[src/rtl/core/orthotropic_plane_stress_update_assert.svh]
// Assertion macros of the orthotropic plane-stress RTL, used by the controller.
`ifndef ORTHOTROPIC_PLANE_STRESS_UPDATE_ASSERT_SVH
`define ORTHOTROPIC_PLANE_STRESS_UPDATE_ASSERT_SVH

// The condition on the right must hold in the same cycle as the one on the left.
`define OPSU_ASSERT_IMPL(lbl, ante, cons) \
  lbl: assert property (@(posedge clk) disable iff (!rst_n) (ante) |-> (cons)) \
    else $error("opsu assertion failed");

// The condition on the right must hold in the cycle after the one on the left.
`define OPSU_ASSERT_NEXT(lbl, ante, cons) \
  lbl: assert property (@(posedge clk) disable iff (!rst_n) (ante) |=> (cons)) \
    else $error("opsu assertion failed");

`endif

[src/rtl/core/opsu_pkg.sv]
// Package: types, constants and helper functions of the plane-stress block.
package opsu_pkg;

  // Fixed-point layout
  localparam int STRAIN_FRAC_BITS = 30;
  localparam int FRAC_SHIFT       = 32;
  localparam int Y_SHIFT          = STRAIN_FRAC_BITS - 16;
  localparam int E_SHIFT          = STRAIN_FRAC_BITS + 1;
  localparam int MOD_SHIFT        = 28;
  localparam int NU_SHIFT         = 14;

  // Divider geometry
  localparam int DIV_STEPS     = 128;
  localparam int QUO_BITS      = 47;
  localparam int DIV_OVF_STEPS = DIV_STEPS - QUO_BITS;

  // Configuration register indexes
  typedef enum logic [2:0] {
    REG_MOD_ONE,
    REG_MOD_TWO,
    REG_POISSON,
    REG_SHEAR,
    REG_ROT_COS,
    REG_ROT_SIN
  } reg_idx_t;

  // Controller states
  typedef enum logic [3:0] {
    S_IDLE,
    S_CHK_MUL,
    S_CHK_WAIT,
    S_CHK_DEC,
    S_D_MUL,
    S_D_WAIT,
    S_D_DIV,
    S_D_DWAIT,
    S_MAC_CLR,
    S_MAC_MUL,
    S_MAC_WAIT,
    S_MAC_END,
    S_OUT
  } state_t;

  // Multiplier operand selection
  typedef enum logic [2:0] {
    MS_NNE2,
    MS_AA,
    MS_AB,
    MS_ABN,
    MS_DT,
    MS_TM,
    MS_GE,
    MS_EY
  } mul_sel_t;

  // Local stiffness term being divided out
  typedef enum logic [1:0] {
    DS_D00,
    DS_D11,
    DS_D01
  } dsel_t;

  // Multiply-accumulate phase
  typedef enum logic [1:0] {
    PH_M,
    PH_G,
    PH_Y,
    PH_E
  } phase_t;

  // Datapath actions
  typedef enum logic [3:0] {
    ACT_NONE,
    ACT_LATCH_IN,
    ACT_CHECK,
    ACT_LOAD_NUM,
    ACT_STORE_D,
    ACT_CLR_ACC,
    ACT_ACC,
    ACT_STORE_M,
    ACT_STORE_G,
    ACT_ROW,
    ACT_ENERGY,
    ACT_OUT
  } act_t;

  // Controller to datapath
  typedef struct packed {
    logic     mul_start;
    mul_sel_t mul_sel;
    logic     div_start;
    act_t     act;
    logic [1:0] i;
    logic [1:0] j;
    logic [1:0] q;
    dsel_t    dsel;
  } opsu_cmd_t;

  // Datapath to controller
  typedef struct packed {
    logic mul_busy;
    logic mul_done;
    logic div_busy;
    logic div_done;
    logic bad;
    logic opcode;
    logic out_full;
  } opsu_stat_t;

  typedef struct packed {
    logic [63:0] val;
    logic        clip;
  } sat_t;

  // Clip a 128-bit value to the signed 64-bit range.
  function automatic sat_t sat_s64(input logic [127:0] x);
    sat_t r;
    r.clip = !((&x[127:63]) || !(|x[127:63]));
    if (r.clip) begin
      r.val = x[127] ? {1'b1, 63'b0} : {1'b0, {63{1'b1}}};
    end else begin
      r.val = x[63:0];
    end
    return r;
  endfunction

  // Clip a 128-bit value to the signed 48-bit range.
  function automatic logic [47:0] sat_s48(input logic [127:0] x);
    logic ok;
    ok = (&x[127:47]) || !(|x[127:47]);
    if (ok) begin
      return x[47:0];
    end
    return x[127] ? {1'b1, 47'b0} : {1'b0, {47{1'b1}}};
  endfunction

  // Flat index of entry (r, c) of a 3x3 matrix.
  function automatic logic [3:0] idx9(input logic [1:0] r, input logic [1:0] c);
    return {1'b0, r, 1'b0} + {2'b0, r} + {2'b0, c};
  endfunction

  // Entry of the Voigt stress transform, 32 fractional bits.
  function automatic logic signed [37:0] t_entry(input logic [3:0] k,
                                                 input logic signed [35:0] cc,
                                                 input logic signed [35:0] ss,
                                                 input logic signed [35:0] cs);
    logic signed [37:0] cc_x;
    logic signed [37:0] ss_x;
    logic signed [37:0] cs_x;
    cc_x = {{2{cc[35]}}, cc};
    ss_x = {{2{ss[35]}}, ss};
    cs_x = {{2{cs[35]}}, cs};
    case (k)
      4'd0:    return cc_x;
      4'd1:    return ss_x;
      4'd2:    return cs_x <<< 1;
      4'd3:    return ss_x;
      4'd4:    return cc_x;
      4'd5:    return -(cs_x <<< 1);
      4'd6:    return -cs_x;
      4'd7:    return cs_x;
      4'd8:    return cc_x - ss_x;
      default: return '0;
    endcase
  endfunction

endpackage

[src/rtl/core/opsu_ctrl.sv]
// Controller: sequences the check, stiffness build and per-item multiply-accumulates.
`include "orthotropic_plane_stress_update_assert.svh"

module opsu_ctrl (
  input  logic                 clk,
  input  logic                 rst_n,
  input  logic                 in_valid,
  output logic                 in_ready,
  input  logic                 cfg_wr,
  input  opsu_pkg::opsu_stat_t stat,
  output opsu_pkg::opsu_cmd_t  cmd
);

  opsu_pkg::state_t state_r, state_nxt;
  opsu_pkg::phase_t phase_r, phase_nxt;
  opsu_pkg::dsel_t  dsel_r, dsel_nxt;
  logic [1:0]       i_r, i_nxt;
  logic [1:0]       j_r, j_nxt;
  logic [1:0]       q_r, q_nxt;
  logic             valid_r, valid_nxt;
  logic             mul_wait;

  // Next state and loop counters
  always_comb begin
    state_nxt = state_r;
    phase_nxt = phase_r;
    dsel_nxt  = dsel_r;
    i_nxt     = i_r;
    j_nxt     = j_r;
    q_nxt     = q_r;
    valid_nxt = valid_r;
    case (state_r)
      opsu_pkg::S_IDLE: begin
        if (in_valid) begin
          i_nxt = '0;
          j_nxt = '0;
          // A register write in the same cycle makes the cache stale for this item too
          if (valid_r && !cfg_wr) begin
            phase_nxt = opsu_pkg::PH_Y;
            state_nxt = opsu_pkg::S_MAC_CLR;
          end else begin
            state_nxt = opsu_pkg::S_CHK_MUL;
          end
        end
      end
      opsu_pkg::S_CHK_MUL: state_nxt = opsu_pkg::S_CHK_WAIT;
      opsu_pkg::S_CHK_WAIT: begin
        if (stat.mul_done) begin
          state_nxt = opsu_pkg::S_CHK_DEC;
        end
      end
      opsu_pkg::S_CHK_DEC: begin
        if (stat.bad) begin
          state_nxt = opsu_pkg::S_OUT;
        end else begin
          dsel_nxt  = opsu_pkg::DS_D00;
          state_nxt = opsu_pkg::S_D_MUL;
        end
      end
      opsu_pkg::S_D_MUL: state_nxt = opsu_pkg::S_D_WAIT;
      opsu_pkg::S_D_WAIT: begin
        if (stat.mul_done) begin
          state_nxt = opsu_pkg::S_D_DIV;
        end
      end
      opsu_pkg::S_D_DIV: state_nxt = opsu_pkg::S_D_DWAIT;
      opsu_pkg::S_D_DWAIT: begin
        if (stat.div_done) begin
          case (dsel_r)
            opsu_pkg::DS_D00: begin
              dsel_nxt  = opsu_pkg::DS_D11;
              state_nxt = opsu_pkg::S_D_MUL;
            end
            opsu_pkg::DS_D11: begin
              dsel_nxt  = opsu_pkg::DS_D01;
              state_nxt = opsu_pkg::S_D_MUL;
            end
            default: begin
              phase_nxt = opsu_pkg::PH_M;
              i_nxt     = '0;
              j_nxt     = '0;
              state_nxt = opsu_pkg::S_MAC_CLR;
            end
          endcase
        end
      end
      opsu_pkg::S_MAC_CLR: begin
        q_nxt     = '0;
        state_nxt = opsu_pkg::S_MAC_MUL;
      end
      opsu_pkg::S_MAC_MUL: state_nxt = opsu_pkg::S_MAC_WAIT;
      opsu_pkg::S_MAC_WAIT: begin
        if (stat.mul_done) begin
          if (q_r == 2'd2) begin
            state_nxt = opsu_pkg::S_MAC_END;
          end else begin
            q_nxt     = q_r + 2'd1;
            state_nxt = opsu_pkg::S_MAC_MUL;
          end
        end
      end
      opsu_pkg::S_MAC_END: begin
        state_nxt = opsu_pkg::S_MAC_CLR;
        case (phase_r)
          opsu_pkg::PH_M, opsu_pkg::PH_G: begin
            if (j_r == 2'd2) begin
              j_nxt = '0;
              if (i_r == 2'd2) begin
                i_nxt = '0;
                if (phase_r == opsu_pkg::PH_M) begin
                  phase_nxt = opsu_pkg::PH_G;
                end else begin
                  phase_nxt = opsu_pkg::PH_Y;
                  valid_nxt = 1'b1;
                end
              end else begin
                i_nxt = i_r + 2'd1;
              end
            end else begin
              j_nxt = j_r + 2'd1;
            end
          end
          opsu_pkg::PH_Y: begin
            if (i_r == 2'd2) begin
              if (stat.opcode) begin
                phase_nxt = opsu_pkg::PH_E;
              end else begin
                state_nxt = opsu_pkg::S_OUT;
              end
            end else begin
              i_nxt = i_r + 2'd1;
            end
          end
          default: state_nxt = opsu_pkg::S_OUT;
        endcase
      end
      opsu_pkg::S_OUT: begin
        if (!stat.out_full) begin
          state_nxt = opsu_pkg::S_IDLE;
        end
      end
      default: state_nxt = opsu_pkg::S_IDLE;
    endcase
    // A register write makes the cached stiffness stale
    if (cfg_wr) begin
      valid_nxt = 1'b0;
    end
  end

  // Commands to the datapath
  always_comb begin
    cmd.mul_start = 1'b0;
    cmd.mul_sel   = opsu_pkg::MS_NNE2;
    cmd.div_start = 1'b0;
    cmd.act       = opsu_pkg::ACT_NONE;
    cmd.i         = i_r;
    cmd.j         = j_r;
    cmd.q         = q_r;
    cmd.dsel      = dsel_r;
    in_ready      = 1'b0;
    case (state_r)
      opsu_pkg::S_IDLE: begin
        in_ready = 1'b1;
        if (in_valid) begin
          cmd.act = opsu_pkg::ACT_LATCH_IN;
        end
      end
      opsu_pkg::S_CHK_MUL: cmd.mul_start = 1'b1;
      opsu_pkg::S_CHK_WAIT: begin
        if (stat.mul_done) begin
          cmd.act = opsu_pkg::ACT_CHECK;
        end
      end
      opsu_pkg::S_D_MUL: begin
        cmd.mul_start = 1'b1;
        case (dsel_r)
          opsu_pkg::DS_D00: cmd.mul_sel = opsu_pkg::MS_AA;
          opsu_pkg::DS_D11: cmd.mul_sel = opsu_pkg::MS_AB;
          default:          cmd.mul_sel = opsu_pkg::MS_ABN;
        endcase
      end
      opsu_pkg::S_D_WAIT: begin
        if (stat.mul_done) begin
          cmd.act = opsu_pkg::ACT_LOAD_NUM;
        end
      end
      opsu_pkg::S_D_DIV: cmd.div_start = 1'b1;
      opsu_pkg::S_D_DWAIT: begin
        if (stat.div_done) begin
          cmd.act = opsu_pkg::ACT_STORE_D;
        end
      end
      opsu_pkg::S_MAC_CLR: cmd.act = opsu_pkg::ACT_CLR_ACC;
      opsu_pkg::S_MAC_MUL: begin
        cmd.mul_start = 1'b1;
        case (phase_r)
          opsu_pkg::PH_M: cmd.mul_sel = opsu_pkg::MS_DT;
          opsu_pkg::PH_G: cmd.mul_sel = opsu_pkg::MS_TM;
          opsu_pkg::PH_Y: cmd.mul_sel = opsu_pkg::MS_GE;
          default:        cmd.mul_sel = opsu_pkg::MS_EY;
        endcase
      end
      opsu_pkg::S_MAC_WAIT: begin
        if (stat.mul_done) begin
          cmd.act = opsu_pkg::ACT_ACC;
        end
      end
      opsu_pkg::S_MAC_END: begin
        case (phase_r)
          opsu_pkg::PH_M: cmd.act = opsu_pkg::ACT_STORE_M;
          opsu_pkg::PH_G: cmd.act = opsu_pkg::ACT_STORE_G;
          opsu_pkg::PH_Y: cmd.act = opsu_pkg::ACT_ROW;
          default:        cmd.act = opsu_pkg::ACT_ENERGY;
        endcase
      end
      opsu_pkg::S_OUT: begin
        if (!stat.out_full) begin
          cmd.act = opsu_pkg::ACT_OUT;
        end
      end
      default: ;
    endcase
  end

  // State registers
  always_ff @(posedge clk) begin
    if (!rst_n) begin
      state_r <= opsu_pkg::S_IDLE;
      phase_r <= opsu_pkg::PH_M;
      dsel_r  <= opsu_pkg::DS_D00;
      i_r     <= '0;
      j_r     <= '0;
      q_r     <= '0;
      valid_r <= 1'b0;
    end else begin
      state_r <= state_nxt;
      phase_r <= phase_nxt;
      dsel_r  <= dsel_nxt;
      i_r     <= i_nxt;
      j_r     <= j_nxt;
      q_r     <= q_nxt;
      valid_r <= valid_nxt;
    end
  end

  // States in which the controller waits for a product
  assign mul_wait = (state_r == opsu_pkg::S_CHK_WAIT) || (state_r == opsu_pkg::S_D_WAIT) ||
                    (state_r == opsu_pkg::S_MAC_WAIT);

  // A product is only requested from an idle multiplier, which then runs
  `OPSU_ASSERT_IMPL(a_mul_start_idle, cmd.mul_start, !stat.mul_busy)
  `OPSU_ASSERT_NEXT(a_mul_start_runs, cmd.mul_start, stat.mul_busy)
  // Unit completions only arrive while the controller is waiting for them
  `OPSU_ASSERT_IMPL(a_mul_done_waited, stat.mul_done, mul_wait)
  `OPSU_ASSERT_IMPL(a_div_done_waited, stat.div_done, state_r == opsu_pkg::S_D_DWAIT)

endmodule

[config.mk]
export PLATFORM = sky130hd
export DESIGN_NAME = opsu_ctrl
export DESIGN_NICKNAME = d
export VERILOG_FILES = /design/src/rtl/core/opsu_pkg.sv /design/src/rtl/core/opsu_ctrl.sv
export VERILOG_INCLUDE_DIRS = /design/src /design/src/rtl/core
export SDC_FILE = /design/constraint.sdc
export NUM_CORES = 1
export LEC_CHECK = 0
export BUFFER_PORTS_ARGS = -buffer_cell sky130_fd_sc_hd__buf_2
export CORE_AREA = 2 2 53 55
export CTS_CLUSTER_DIAMETER = 150
export CTS_CLUSTER_SIZE = 30
export DETAILED_ROUTE_END_ITERATION = 12
export DIE_AREA = 0 0 55 57
export MAX_ROUTING_LAYER = met4
export PLACE_DENSITY = 0.82
export SYNTH_ARGS = -nofsm -noshare
export SYNTH_HDL_FRONTEND = slang
export SYNTH_SLANG_ARGS = --single-unit
[constraint.sdc]
create_clock -name clk -period 2 [get_ports clk]
set_input_delay 0.4 -clock clk [delete_from_list [all_inputs] [get_ports clk]]
set_output_delay 0.4 -clock clk [all_outputs]
set_load 0.01 [all_outputs]
==> flow_summary_export.csv <==
group,metric,value,unit
placed_design,dp.final_hpwl,2500,um
placed_design,placed_area,1520,um2
worst_hold_path,hold_end,"valid_r",
timing,fin_crit,1.93,ns
die,io_pins,29,
global_routing,grt_max_degree,15,
timing,finClkSkew,0.00209,ns
layout,nets,231,
pwr,p_leak,0.705,nW
cts,cts_sinks,15,
timing,relSlewSlack,59.1,%
worst_setup_path,cpMostUsedCell,"buf_4",
yosys,synth_area,1290,um2
worst_setup_path,cp.required,1.60,ns
placed_design,numPortBuffers,26,
drt,num_vias,1406,
yosys,synth_nets,192,
yosys,ys.warnings.count,0,
placed_design,gp_congestion,0.881,
die,dieArea,3140,um2
yosys,synth_area_leader_cell,"dfxtp_1",
drt,drtIter0Drc,38,
die,std_cell_rows,19,
die,coreArea,2620,um2
yosys,synth_flop_cell,"dfxtp_1",
yosys,ys_seq_area_share,23.3,%
layout,stdcell_area,1650,um2
layout,drive_gt1_share,34.0,%
worst_setup_path,crit_arrival,1.53,ns
status,status,"completed",
pwr,cellPowerDensity,654,nW/um2
worst_setup_path,crit_path_max_incr_delay,0.34,ns
die,die_y,57,um
cts,clk_pin_slew_worst_paths,0.10,ns
worst_setup_path,setup.worst_path.start_class,"register",
timing,grt_setup_unrepaired,"true",
worst_setup_path,crit_type,"register to primary output",
cts,htree_levels,1,
pwr,ir_drop,0.000417,V
layout,area_delta_synth_final,28.6,%
yosys,synthArstFlopShare,0,%
layout,final_cell_mix,"27 x nor2_1, 26 x buf_2, 15 x buf_4",
drt,drt_drc_violations_left,0,
layout,final_common_cell,"nor2_1",
layout,antenna_cells,0,
cts,tritoncts,"yes",
cts,insertion_delay,0.29,ns
worst_setup_path,r2r_end,"phase_r[1]",
drt,dr.pass1.iters,4,
timing,setup_viol,0,
worst_hold_path,hold-path-cell-count,2,
worst_hold_path,hold_class,"primary input to register",
cts,cts_hold_buffers,0,
cts,cts_buffers,3,
worst_setup_path,worstReg2RegStart,"phase_r[1]",
yosys,synth_edf_count,0,
global_routing,grt_overflow,0,
worst_setup_path,crit_fanout,4,
yosys,avgSynthCellArea,7.39,um2
timing,tightestPinTransition,0.611,ns
timing,min_period_over_period,96.6,%
worst_setup_path,rr_worst_depth,7,
cts,clock_path_buffers,2,
global_routing,grtUsageTotal,24.3,%
die,initial_core_util,49.2,%
die,die_w,55,um
worst_setup_path,rrSetupSlack,0.07,ns
yosys,ys_seq_elements,15,
global_routing,grt_pass1_vias,1248,
yosys,yosys.cell_types.count,46,
drt,routedWlPerCell,14.4,um
flow_run,cap_violations,0,
yosys,synth_top_area_share,23.3,%
timing,fmax,518,MHz
worst_hold_path,hp-start,"cfg_wr",
worst_setup_path,cp-end-kind,"primary output",
drt,wl,3490,um
timing,maxSlewViolCount,0,
worst_setup_path,slowest_stage,"dfxtp_1",
timing,hold_violations,0,
drt,viasPerCell,5.79,
global_routing,grt_pass1_wl,5510,um
worst_setup_path,path_cells,"buf_4 -> ha_4 -> buf_4 -> o21ai_1 -> o221ai_1 -> buf_2",
pwr,p_total,0.00108,W
cts,cts_root_buf,"clkbuf_4",
global_routing,grt_antenna_before_repair,0,
yosys,postSynthCellCount,174,
drt,drtAntennaViolNets,0,
yosys,synth.area.top_cells,"dfxtp_1 23%, nor2_1 8.2%, ha_1 6.8%",
[layout make-up]
type	instances	area, um2
timing repair buffer	42	254
inverter	7	28.8
tap	31	38.8
fill	251	961
multi-input combinational	144	990
sequential	15	317
clock buffer	4	26.3
[critical path, delay by kind of cell, from the launching register on]
kind | cells | cell delay (ns)
AO/OA/AOI/OAI | 2 | 0.27
adder cells (fa/ha/maj) | 1 | 0.17
buffers and inverters | 3 | 0.46
flip-flops | 1 | 0.34
[kinds of logic (layout without fill, tap and decap cells)]
logic type / count (synthesis) / after routing / share of synthesized area [%]
buffers and inverters: 15 / 53 / 5.45
AND/OR/NAND/NOR: 84 / 84 / 34.9
multiplexers: 7 / 7 / 5.54
adder cells (fa/ha/maj): 7 / 7 / 6.81
AO/OA/AOI/OAI: 46 / 46 / 23.9
flip-flops: 15 / 15 / 23.3
[sequential cells by signal (all words and copies together), names as in the netlist]
register / flops
q_r: 2
phase_r: 2
dsel_r: 2
valid_r: 1
i_r: 2
j_r: 2
state_r: 4
[through the flow]
stage               TNS, ns  utilization, %  hold slack (ns)  worst slack (ns)  cells
finish                    0            63.3            0.303            0.0679    243
global route        -0.0181            63.3            0.313          -0.00946    243
CTS                       0            60.2            0.301           0.00267    242
detailed placement   -0.126            58.3            0.479           -0.0814    238
global placement          0            58.3            0.479            0.0237    238
floorplan                 0               -            0.469             0.118    174
[synthesized netlist by cell type, types with 2 or more instances]
cell type / instances
and2_1: 2
or3_1: 2
nand2b_1: 5
a211oi_1: 3
o22ai_1: 4
a21oi_1: 14
inv_1: 7
or2_2: 2
ha_1: 7
buf_2: 2
nor2b_1: 11
nand3_1: 5
dfxtp_1: 15
nor2_1: 28
nand2_1: 13
a22o_1: 2
or4_1: 2
a311oi_1: 2
and3_1: 2
o21ai_0: 9
clkbuf_1: 4
mux2i_1: 6
nor3_1: 4
[what timing repair did]
action / 4_1_cts / 5_1_grt
pin swaps: 0 / 1
endpoints found under the setup margin: 7 / 8
setup buffers: 0 / 1
gates resized for setup: 10 / 20
gates cloned: 0 / 0
[report_power, final]
part	switching (W)	internal [W]
sequential	0.0000257	0.000317
clock	0.000108	0.0000775
combinational	0.000295	0.000257
total	0.000430	0.000652
[worst max path at each step]
stage                     startpoint          to  slack (ns)
after global placement    phase_r[0]  phase_r[1]        0.02
after CTS                 phase_r[1]  phase_r[1]       0.003
after global routing      state_r[1]      i_r[1]      -0.009
final                     phase_r[1]      cmd[8]        0.07
after detailed placement  phase_r[0]  phase_r[1]       -0.08
after floorplan           phase_r[0]  phase_r[0]        0.12
[per-layer routing]
metal	GRT usage (%)	routed length, um
met1	29.8	1570
met5	-	0
met4	5.57	46
met2	40.3	1790
met3	4.97	87
Note: power is estimated with default switching activity, not from simulation.
